File: config.mk
export PLATFORM = sky130hd
export DESIGN_NAME = ps2_mouse_packet_cursor_tracker
export DESIGN_NICKNAME = d
export VERILOG_FILES = /design/src/sv/ps2mct_pkg.sv /design/src/sv/ps2mct_framer.sv /design/src/sv/ps2mct_cursor.sv /design/src/sv/ps2_mouse_packet_cursor_tracker.sv
export SDC_FILE = /design/constraint.sdc
export NUM_CORES = 1
export LEC_CHECK = 0
export BUFFER_PORTS_ARGS = -buffer_cell sky130_fd_sc_hd__buf_4
export CORE_ASPECT_RATIO = 0.8
export CORE_MARGIN = 2
export CORE_UTILIZATION = 55
export DETAILED_ROUTE_END_ITERATION = 7
export GPL_TIMING_DRIVEN = 0
export MAX_ROUTING_LAYER = met4
export PLACE_DENSITY_LB_ADDON = 0.15
export SETUP_SLACK_MARGIN = 0.5
export SLEW_MARGIN = 20
export SYNTH_ARGS = -nofsm -noshare
export SYNTH_HDL_FRONTEND = slang
export SYNTH_HIERARCHICAL = 1
export SYNTH_SLANG_ARGS = --single-unit
File: constraint.sdc
create_clock -name clk -period 6.2 [get_ports clk]
set_input_delay 0.62 -clock clk [delete_from_list [all_inputs] [get_ports clk]]
set_output_delay 0.62 -clock clk [all_outputs]
set_load 0.02 [all_outputs]
File: src/sv/ps2mct_pkg.sv
// Package for the PS/2 mouse packet cursor tracker.
// Holds the shared types, byte codes, register indexes and reset values.
// No dependencies.
package ps2mct_pkg;

  localparam int unsigned CFG_AW = 3;
  localparam int unsigned CFG_DW = 32;
  localparam int unsigned POS_W  = 12;

  localparam logic [7:0] ACK_BYTE  = 8'hFA;
  localparam logic [7:0] HDR_MASK  = 8'hC8;
  localparam logic [7:0] HDR_MATCH = 8'h08;

  localparam logic [POS_W-1:0] START_POS  = 12'd100;
  localparam logic [POS_W-1:0] MAXX_RESET = 12'(320 - 16);
  localparam logic [POS_W-1:0] MAXY_RESET = 12'(200 - 16);

  // Register index, taken from paddr[2]
  localparam logic REG_MAX_X = 1'b0;
  localparam logic REG_MAX_Y = 1'b1;

  typedef enum logic [3:0] {
    PH_WAIT_ACK = 4'b0001,
    PH_HDR      = 4'b0010,
    PH_X        = 4'b0100,
    PH_Y        = 4'b1000
  } phase_t;

  typedef struct packed {
    logic              emit;
    logic [2:0]        buttons;
    logic signed [8:0] dx;
    logic signed [9:0] dy;
  } pkt_t;

endpackage

File: src/sv/ps2mct_framer.sv
// Packet framer: waits for acknowledge, frames header/X/Y bytes, decodes deltas.
// Depends on ps2mct_pkg.
module ps2mct_framer (
  input  logic              clk,
  input  logic              rst,
  input  logic              fire,
  input  logic [7:0]        byte_in,
  output ps2mct_pkg::pkt_t  pkt
);
  import ps2mct_pkg::*;

  phase_t     phase, phase_next;
  logic [7:0] header_byte;
  logic [7:0] x_byte;
  logic       hdr_ok;
  logic [9:0] y_ext;

  assign hdr_ok = (byte_in & HDR_MASK) == HDR_MATCH;

  always_comb begin
    phase_next = phase;
    case (phase)
      PH_WAIT_ACK: if (byte_in == ACK_BYTE) phase_next = PH_HDR;
      PH_HDR:      if (hdr_ok) phase_next = PH_X;
      PH_X:        phase_next = PH_Y;
      PH_Y:        phase_next = PH_HDR;
      default:     phase_next = PH_WAIT_ACK;
    endcase
  end

  always_ff @(posedge clk) begin
    if (rst) begin
      phase       <= PH_WAIT_ACK;
      header_byte <= '0;
      x_byte      <= '0;
    end else if (fire) begin
      phase <= phase_next;
      if (phase == PH_HDR && hdr_ok) header_byte <= byte_in;
      if (phase == PH_X) x_byte <= byte_in;
    end
  end

  // Sign-extend Y with header bit 5, then negate so positive is downward
  assign y_ext       = {header_byte[5], header_byte[5], byte_in};
  assign pkt.emit    = (phase == PH_Y);
  assign pkt.buttons = header_byte[2:0];
  assign pkt.dx      = $signed({header_byte[4], x_byte});
  assign pkt.dy      = $signed(10'd0 - y_ext);

  a_y_returns_hdr: assert property (@(posedge clk) disable iff (rst)
    (fire && phase == PH_Y) |=> phase == PH_HDR)
    else $error("framer did not return to header after Y byte");

  a_wait_needs_ack: assert property (@(posedge clk) disable iff (rst)
    (fire && phase == PH_WAIT_ACK && byte_in != ACK_BYTE) |=> phase == PH_WAIT_ACK)
    else $error("framer left acknowledge wait without acknowledge byte");

  a_bad_hdr_dropped: assert property (@(posedge clk) disable iff (rst)
    (fire && phase == PH_HDR && !hdr_ok) |=> phase == PH_HDR && $stable(header_byte))
    else $error("bad header byte was taken");

endmodule

File: src/sv/ps2mct_cursor.sv
// Cursor position keeper: adds packet deltas and clamps each axis to 0..max.
// Depends on ps2mct_pkg.
module ps2mct_cursor (
  input  logic              clk,
  input  logic              rst,
  input  logic              upd,
  input  logic signed [8:0] dx,
  input  logic signed [9:0] dy,
  input  logic [11:0]       max_x,
  input  logic [11:0]       max_y,
  output logic [11:0]       pos_x_next,
  output logic [11:0]       pos_y_next
);
  import ps2mct_pkg::*;

  logic [11:0] pos_x, pos_y;

  // Raise to zero first, then lower to the limit
  function automatic logic [11:0] move_clamp(input logic [11:0] pos,
                                             input logic signed [9:0] d,
                                             input logic [11:0] lim);
    logic signed [13:0] sum;
    logic [11:0]        res;
    sum = $signed({2'b00, pos}) + 14'(d);
    if (sum < 0)
      res = '0;
    else if (sum > $signed({2'b00, lim}))
      res = lim;
    else
      res = sum[11:0];
    return res;
  endfunction

  assign pos_x_next = move_clamp(pos_x, 10'(dx), max_x);
  assign pos_y_next = move_clamp(pos_y, dy, max_y);

  always_ff @(posedge clk) begin
    if (rst) begin
      pos_x <= START_POS;
      pos_y <= START_POS;
    end else if (upd) begin
      pos_x <= pos_x_next;
      pos_y <= pos_y_next;
    end
  end

  a_x_in_range: assert property (@(posedge clk) disable iff (rst)
    upd |=> pos_x <= $past(max_x))
    else $error("cursor x above its limit after update");

  a_y_in_range: assert property (@(posedge clk) disable iff (rst)
    upd |=> pos_y <= $past(max_y))
    else $error("cursor y above its limit after update");

  a_hold: assert property (@(posedge clk) disable iff (rst)
    !upd |=> $stable(pos_x) && $stable(pos_y))
    else $error("cursor moved without a packet");

endmodule

File: src/sv/ps2_mouse_packet_cursor_tracker.sv
// Top level of the PS/2 mouse packet cursor tracker.
// Depends on ps2mct_pkg, ps2mct_framer and ps2mct_cursor.
//
//  channel  direction  handshake          payload
//  in       sink       in_valid/in_stall  mouse_byte
//  out      source     out_valid/out_stall buttons, delta_x, delta_y, cursor_x, cursor_y
//  cfg      APB slave  psel/penable/pready max_cursor_x @0, max_cursor_y @4
//
// One byte per cycle sustained, unless a Y byte waits for a stalled output; a
// completed packet passes from the input register, where its Y byte is accepted,
// to the result register, from which it can be taken.
// The input register and the result register part the two sides, so a byte is
// taken while a result waits; bytes that make no result proceed even when the
// output is stalled, and only a Y byte waits for a free result register.
// Synchronous reset: framing waits for acknowledge, cursor at 100/100, limits
// 304 and 184, both registers empty.
module ps2_mouse_packet_cursor_tracker (
  input  logic                            clk,
  input  logic                            rst,
  // byte input
  input  logic                            in_valid,
  output logic                            in_stall,
  input  logic [7:0]                      mouse_byte,
  // result output
  output logic                            out_valid,
  input  logic                            out_stall,
  output logic [2:0]                      buttons,
  output logic signed [8:0]               delta_x,
  output logic signed [9:0]               delta_y,
  output logic [11:0]                     cursor_x,
  output logic [11:0]                     cursor_y,
  // configuration
  input  logic                            psel,
  input  logic                            penable,
  input  logic                            pwrite,
  input  logic [ps2mct_pkg::CFG_AW-1:0]   paddr,
  input  logic [ps2mct_pkg::CFG_DW-1:0]   pwdata,
  output logic [ps2mct_pkg::CFG_DW-1:0]   prdata,
  output logic                            pready
);
  import ps2mct_pkg::*;

  logic        in_reg_valid;
  logic [7:0]  in_reg_byte;
  logic        out_free;
  logic        fire;
  logic        cfg_wr;
  logic [11:0] max_cursor_x;
  logic [11:0] max_cursor_y;
  logic [11:0] pos_x_next, pos_y_next;
  pkt_t        pkt;

  // Configuration port: always ready, index from paddr[2]
  assign pready = 1'b1;
  assign cfg_wr = psel && penable && pwrite && pready;

  always_ff @(posedge clk) begin
    if (rst) begin
      max_cursor_x <= MAXX_RESET;
      max_cursor_y <= MAXY_RESET;
    end else if (cfg_wr) begin
      case (paddr[2])
        REG_MAX_X: max_cursor_x <= pwdata[11:0];
        REG_MAX_Y: max_cursor_y <= pwdata[11:0];
        default:   ;
      endcase
    end
  end

  always_comb begin
    case (paddr[2])
      REG_MAX_X: prdata = {20'd0, max_cursor_x};
      REG_MAX_Y: prdata = {20'd0, max_cursor_y};
      default:   prdata = '0;
    endcase
  end

  // Result register is free when empty or being taken this cycle
  assign out_free = !out_valid || !out_stall;
  // Process the held byte unless it completes a packet and the output is full
  assign fire     = in_reg_valid && (!pkt.emit || out_free);
  assign in_stall = in_reg_valid && !fire;

  // Input register
  always_ff @(posedge clk) begin
    if (rst) begin
      in_reg_valid <= 1'b0;
    end else if (!in_stall) begin
      in_reg_valid <= in_valid;
    end
  end

  always_ff @(posedge clk) begin
    if (in_valid && !in_stall) in_reg_byte <= mouse_byte;
  end

  ps2mct_framer u_framer (
    .clk     (clk),
    .rst     (rst),
    .fire    (fire),
    .byte_in (in_reg_byte),
    .pkt     (pkt)
  );

  ps2mct_cursor u_cursor (
    .clk        (clk),
    .rst        (rst),
    .upd        (fire && pkt.emit),
    .dx         (pkt.dx),
    .dy         (pkt.dy),
    .max_x      (max_cursor_x),
    .max_y      (max_cursor_y),
    .pos_x_next (pos_x_next),
    .pos_y_next (pos_y_next)
  );

  // Result register: hold while stalled, load on a completed packet
  always_ff @(posedge clk) begin
    if (rst) begin
      out_valid <= 1'b0;
    end else if (out_free) begin
      out_valid <= fire && pkt.emit;
    end
  end

  always_ff @(posedge clk) begin
    if (fire && pkt.emit) begin
      buttons  <= pkt.buttons;
      delta_x  <= pkt.dx;
      delta_y  <= pkt.dy;
      cursor_x <= pos_x_next;
      cursor_y <= pos_y_next;
    end
  end

  a_stall_only_full: assert property (@(posedge clk) disable iff (rst)
    in_stall |-> in_reg_valid && pkt.emit && !out_free)
    else $error("input stalled without a blocked packet");

  a_result_from_packet: assert property (@(posedge clk) disable iff (rst)
    $rose(out_valid) |-> $past(fire && pkt.emit))
    else $error("result appeared without a completed packet");

  a_cursor_limit: assert property (@(posedge clk) disable iff (rst)
    (fire && pkt.emit) |=> out_valid && cursor_x <= $past(max_cursor_x)
                           && cursor_y <= $past(max_cursor_y))
    else $error("result cursor outside its limits");

endmodule

Word-level counts from Yosys, hierarchy flattened
Index checks and enable logic that the tools add are counted.
{ "totals": {"regBits": 122, "in_bits": 50, "output_inout_bits": 81, "elab_cells": 58} }
{ "classes": {"n_addsub": 3, "n_lt_le_gt_ge": 4, "n_eq_ne": 8, "muxes": 8, "n_bitwise": 1, "reduce_logical": 19} }
{ "op_table": {"columns": ["operator", "count"], "rows": [
  ["one-hot mux 32 bit (2 select lines)", 1],
  ["2-to-1 mux 12 bit", 4],
  ["> comparator 14 x 13 -> 1 bit", 2],
  ["less-than comparator 14 x 1 -> 1 bit, second input constant", 2],
  ["one-hot mux 4 bit (4 select lines)", 1],
  ["adder 13 x 10 -> 14 bit", 1],
  ["adder 13 x 9 -> 14 bit", 1],
  ["subtractor 1 x 9 -> 10 bit, first input constant", 1],
  ["equality test 8 bit, second input constant", 1],
  ["2-to-1 mux 4 bit", 2],
  ["AND reduction 2 bit", 4],
  ["logical AND 1 bit", 7],
  ["zero test 1 bit", 5],
  ["equality test 4 x 1 -> 1 bit, second input constant", 1],
  ["equality test 4 x 2 -> 1 bit, second input constant", 1],
  ["equality test 4 x 3 -> 1 bit, second input constant", 1],
  ["equality test 4 bit, second input constant", 1],
  ["inequality test 2 x 1 -> 1 bit, second input constant", 2],
  ["equality test 3 x 1 -> 1 bit, second input constant", 1],
  ["AND reduction 3 bit", 1],
  ["logical OR 1 bit", 2],
  ["inverter 1 bit", 1]
]} }

Logic depth before layout (Yosys ltp)
{ "logic_depth": {"word_depth": 8, "mapped_depth": 22, "ltp_nobuf": 21} }

Cells and area by module
Netlist, hierarchy kept.
{ "modules_own_cells": {"columns": ["mod", "n_inst", "cells_per_inst", "area_per_inst_um2", "seq_area_each_um2"], "rows": [
  ["ps2mct_cursor", 1, 464, 3519.6, 480.5],
  ["ps2_mouse_packet_cursor_tracker", 1, 201, 3047.9, 2142.1],
  ["ps2mct_framer", 1, 106, 922.1, 340.3]
]} }

Worst setup path after synthesis
OpenSTA, ideal clock, no wires.
{ "synth_timing": {"kind": "flip-flop to flip-flop", "start": "reg in_reg_byte[0]", "end": "reg cursor_y[9] (data pin)", "setup_time_ps": 131, "arrival_time_ps": 4505, "setup_slack_ps": 1564, "stages_incl_launch_ff": 22, "synth_period_minus_slack_ps": 4636, "cell_sequence": "edfxtp_1 inv_1 ha_1 nand3b_1 nor2_1 xnor2_1 ha_1 a21o_1 or3_1 o21ai_0 o21bai_1 a21oi_1 xor2_1 inv_1 ha_1 and4_1 nand3_1 a211o_1 a31o_2 a211oi_2 or2_0 a22o_1"} }
{ "synth_lines": {"columns": ["element", "line_no", "text"], "rows": [
  ["from (decl)", "ps2_mouse_packet_cursor_tracker.sv:44", "logic [7:0] in_reg_byte;"],
  ["from (signal assigned)", "ps2_mouse_packet_cursor_tracker.sv:94", "if (in_valid && !in_stall) in_reg_byte <= mouse_byte;"],
  ["to (signal assigned)", "ps2_mouse_packet_cursor_tracker.sv:132", "cursor_y <= pos_y_next;"],
  ["to (decl)", "ps2_mouse_packet_cursor_tracker.sv:31", "output logic [11:0] cursor_y,"]
]} }

==> results.yml <==
critical_path:
  crit_path_cell_trace: "inv_1, ha_1, nand3b_1, nor4_1, xnor2_1, ha_1, nand3_1, nor3_1, nor2_1, o21ai_0, xor2_1, inv_1, ha_1, and4_1, nand3_1, a211o_1, a31o_2, a211oi_4, or2_1, a22o_1"
  max_stage_delay_ns: 0.48
  timing.rr.start: "in_reg_byte[0]$_DFFE_PP_"
  crit_path_frequent_cell: "ha_1"
  crit_fanout: 8
  path_buf_inv: 2
  slowest_stage: "edfxtp_1"
  required_ns: 6.47
  start_kind: "register"
  cp-end-kind: "register"
  rrSetupSlack_ns: 0.80
  r2r_end: "cursor_y[9]$_DFFE_PP_"
  crit_arrival_ns: 5.67
  critPathKind: "register to register"
  rr_worst_depth: 20
  cpLargestDelayFamily: "simple AND/OR/NAND/NOR gates"
timing:
  fmax_mhz: 185
  post-route-min-period_ns: 5.40
  clock_skew_ns: 0.00909
  hold_viol: 0
  period_share_pct: 87.1
  maxSlewViolCount: 0
  relSlewSlack_pct: 55.4
  setup_violations: 0
  rsz0062_at_grt: "false"
  max_slew.worst_pin.slew_ns: 0.669
  tns_ns: 0
hold_path:
  min-delay-start: "mouse_byte[5]"
  min_to: "in_reg_byte[5]$_DFFE_PP_"
  hp-class: "input port to register"
  hold_depth: 1
power_and_ir_drop:
  peakVddDrop_mv: 0.222
  power_density_nw_per_um2: 232
  cellLeakagePower_uw: 0.00393
finish:
  final_cells: 1093
  diodes: 0
  num-nets-final: 1004
  syn2layout_area_growth_pct: 21.9
  regArea_um2: 2960
  drive_gt1_share_pct: 21.2
  nFillCells: 1100
  multi_input_area_um2: 4040
synth:
  syn-cell-area_um2: 7490
  syn_avg_cell_area_um2: 9.71
  async_reset_ff_share_pct: 0
  yosys_warnings: 6
  yosysSeqAreaShare_pct: 39.6
  synthCells: 771
  synth_edf_count: 54
  synth_cell_types: 77
  ys_ff_latch: 121
  ys.flop_type: "dfxtp_1"
clock_tree:
  clock_latency_ns: 0.42
  cts_root_buf: "clkbuf_16"
  clock-sinks: 121
  htree_levels: 4
  cts_hold_buf: 0
  path_clk_slew_ns: 0.06
  clockBufferDepth: 2
  cts_buffers: 17
  cts_tree: "built"
route:
  dr.pass1.iters: 5
  viasPerCell: 5.80
  vias: 6342
  wl_mm: 19.7
  drtAntennaViolNets: 0
  first_iter_violations: 494
  wl_per_cell_um: 18.1
  drc: 0
job:
  cap_viol_max_count: 0
global_routing:
  grt.overflow.total: 0
  grt_max_degree: 24
  grt_pass1_wl_mm: 31.3
  track_usage_pct: 28.6
  antenna_found_initial: 0
  grt_pass1_vias: 6063
floorplanning:
  rows: 38
  dieWidth_um: 134
  die_area_um2: 14600
  start_util_pct: 55.9
  ios: 131
  fp.dieH_um: 108
  core_um2: 13400
placement:
  dp.cells: 1058
  io_buffer_count: 86
  gp_congestion: 0.941
  dp_hpwl_mm: 15.1
status:
  status: "finished clean"
-- how the worst max path moves through the flow --
stage / start / end / cells past startpoint
after floorplan: in_reg_byte[0]$_DFFE_PP_ / cursor_y[9]$_DFFE_PP_ / 21
after global placement: u_framer/phase[3]$_SDFFE_PP0P_ / u_cursor/pos_y[10]$_SDFFE_PP0P_ / 8
after detailed placement: in_reg_byte[0]$_DFFE_PP_ / cursor_y[9]$_DFFE_PP_ / 21
after CTS: in_reg_byte[0]$_DFFE_PP_ / cursor_y[9]$_DFFE_PP_ / 21
after global routing: in_reg_byte[0]$_DFFE_PP_ / u_cursor/pos_y[4]$_SDFFE_PP0P_ / 21
final: in_reg_byte[0]$_DFFE_PP_ / cursor_y[9]$_DFFE_PP_ / 20
-- layout make-up --
cell class,count,area share [%]
Clock inverter,12,1.60
Tap cell,180,2.47
Multi-Input combinational cell,552,44.3
Timing Repair Buffer,91,7.92
Sequential cell,121,32.4
Clock buffer,20,4.89
Buffer,59,4.01
Inverter,58,2.38
-- power by group --
part           internal (uW)  switching, uW
registers                841           13.5
logic                    109            152
clock network            640            360
-- kinds of logic (layout without fill, tap and decap cells) --
| logic type | count (synthesis) | in the layout | synth area share (%) |
|---|---|---|---|
| AOI/OAI and AO/OA | 180 | 180 | 18.3 |
| xor gates and xnor gates | 22 | 22 | 2.57 |
| adders and majority gates | 54 | 54 | 9.22 |
| buffers and inverters | 117 | 240 | 7.75 |
| DFF | 121 | 121 | 39.6 |
| muxes | 46 | 46 | 6.36 |
| other | 2 | 21 | 0.100 |
| and+or+nand+nor | 229 | 229 | 16.1 |
-- through the flow --
step / cell area, um2 / hold slack [ns] / total power [uW] / setup slack [ns] / util [%]
after global routing: 9130 / 0.366 / 2190 / 0.507 / 68.1
after floorplan: 7560 / 0.436 / 1050 / 1.56 / -
final: 9130 / 0.379 / 2120 / 0.800 / 68.1
after CTS: 9090 / 0.367 / 2110 / 0.547 / 67.8
after detailed placement: 8500 / 0.450 / 1120 / 0.641 / 63.4
after global placement: 8430 / 0.449 / 1110 / 0.317 / 62.9
-- what timing repair did --
item                                    4_1_cts  5_1_grt
endpoints found under the setup margin        0       24
gates resized for setup                       0       10
buffers inserted                              0        3
-- state kept, by name, summed over array words and instances, names as in the netlist --
name / flops
cursor_y: 12
u_framer/header_byte: 5
u_framer/phase: 4
u_cursor/pos_x: 12
out_valid: 1
max_cursor_x: 12
max_cursor_y: 12
in_reg_valid: 1
buttons: 3
delta_y: 10
cursor_x: 12
in_reg_byte: 8
delta_x: 9
u_cursor/pos_y: 12
u_framer/x_byte: 8
-- cells in the final DEF, fill, tap and decap left out, drive strengths merged, types with 7 or more instances in the layout --
cell,synthesis,layout
edfxtp,54,54
nand2b,36,36
nor2b,8,8
a21o,12,12
conb,2,21
o21ai,17,17
nor2,55,55
dfxtp,67,67
inv,58,60
a311oi,13,13
o31ai,14,14
nor3,18,18
buf,38,129
a21oi,31,31
xor2,13,13
clkbuf,21,41
a211o,7,7
mux2,13,13
nand2,48,48
o211ai,27,27
o21a,10,10
nand4,12,12
nand3,21,21
a31oi,8,8
mux2i,33,33
xnor2,9,9
ha,52,52
-- cell usage after synthesis (all sizes together) (17+ instances only) --
cell,count,area (um2)
nor3,18,90.1
clkbuf,21,78.8
dfxtp,67,1340
nand2b,36,225
inv,58,218
nand2,48,180
o211ai,27,208
buf,38,284
nor2,55,206
nand3,21,105
mux2i,33,330
ha,52,651
a21oi,31,155
edfxtp,54,1620
o21ai,17,85.1
-- worst reg2reg max path, cell delays in order (launching register included) --
cell,delay (ns)
edfxtp_1,0.48
inv_1,0.13
ha_1,0.23
nand3b_1,0.14
nor4_1,0.33
xnor2_1,0.22
ha_1,0.39
nand3_1,0.08
nor3_1,0.25
nor2_1,0.14
o21ai_0,0.30
xor2_1,0.35
inv_1,0.08
ha_1,0.29
and4_1,0.24
nand3_1,0.14
a211o_1,0.28
a31o_2,0.30
a211oi_4,0.42
or2_1,0.26
a22o_1,0.19
-- metal layers --
metal	routed length [um]	GRT usage, %	vias to the layer above
met5	0	-	-
met4	425	11.0	0
met3	1190	5.06	32
met2	8880	42.6	223
met1	9250	39.1	3033
li1	-	-	3054
Power figures use the tool's default switching activity.
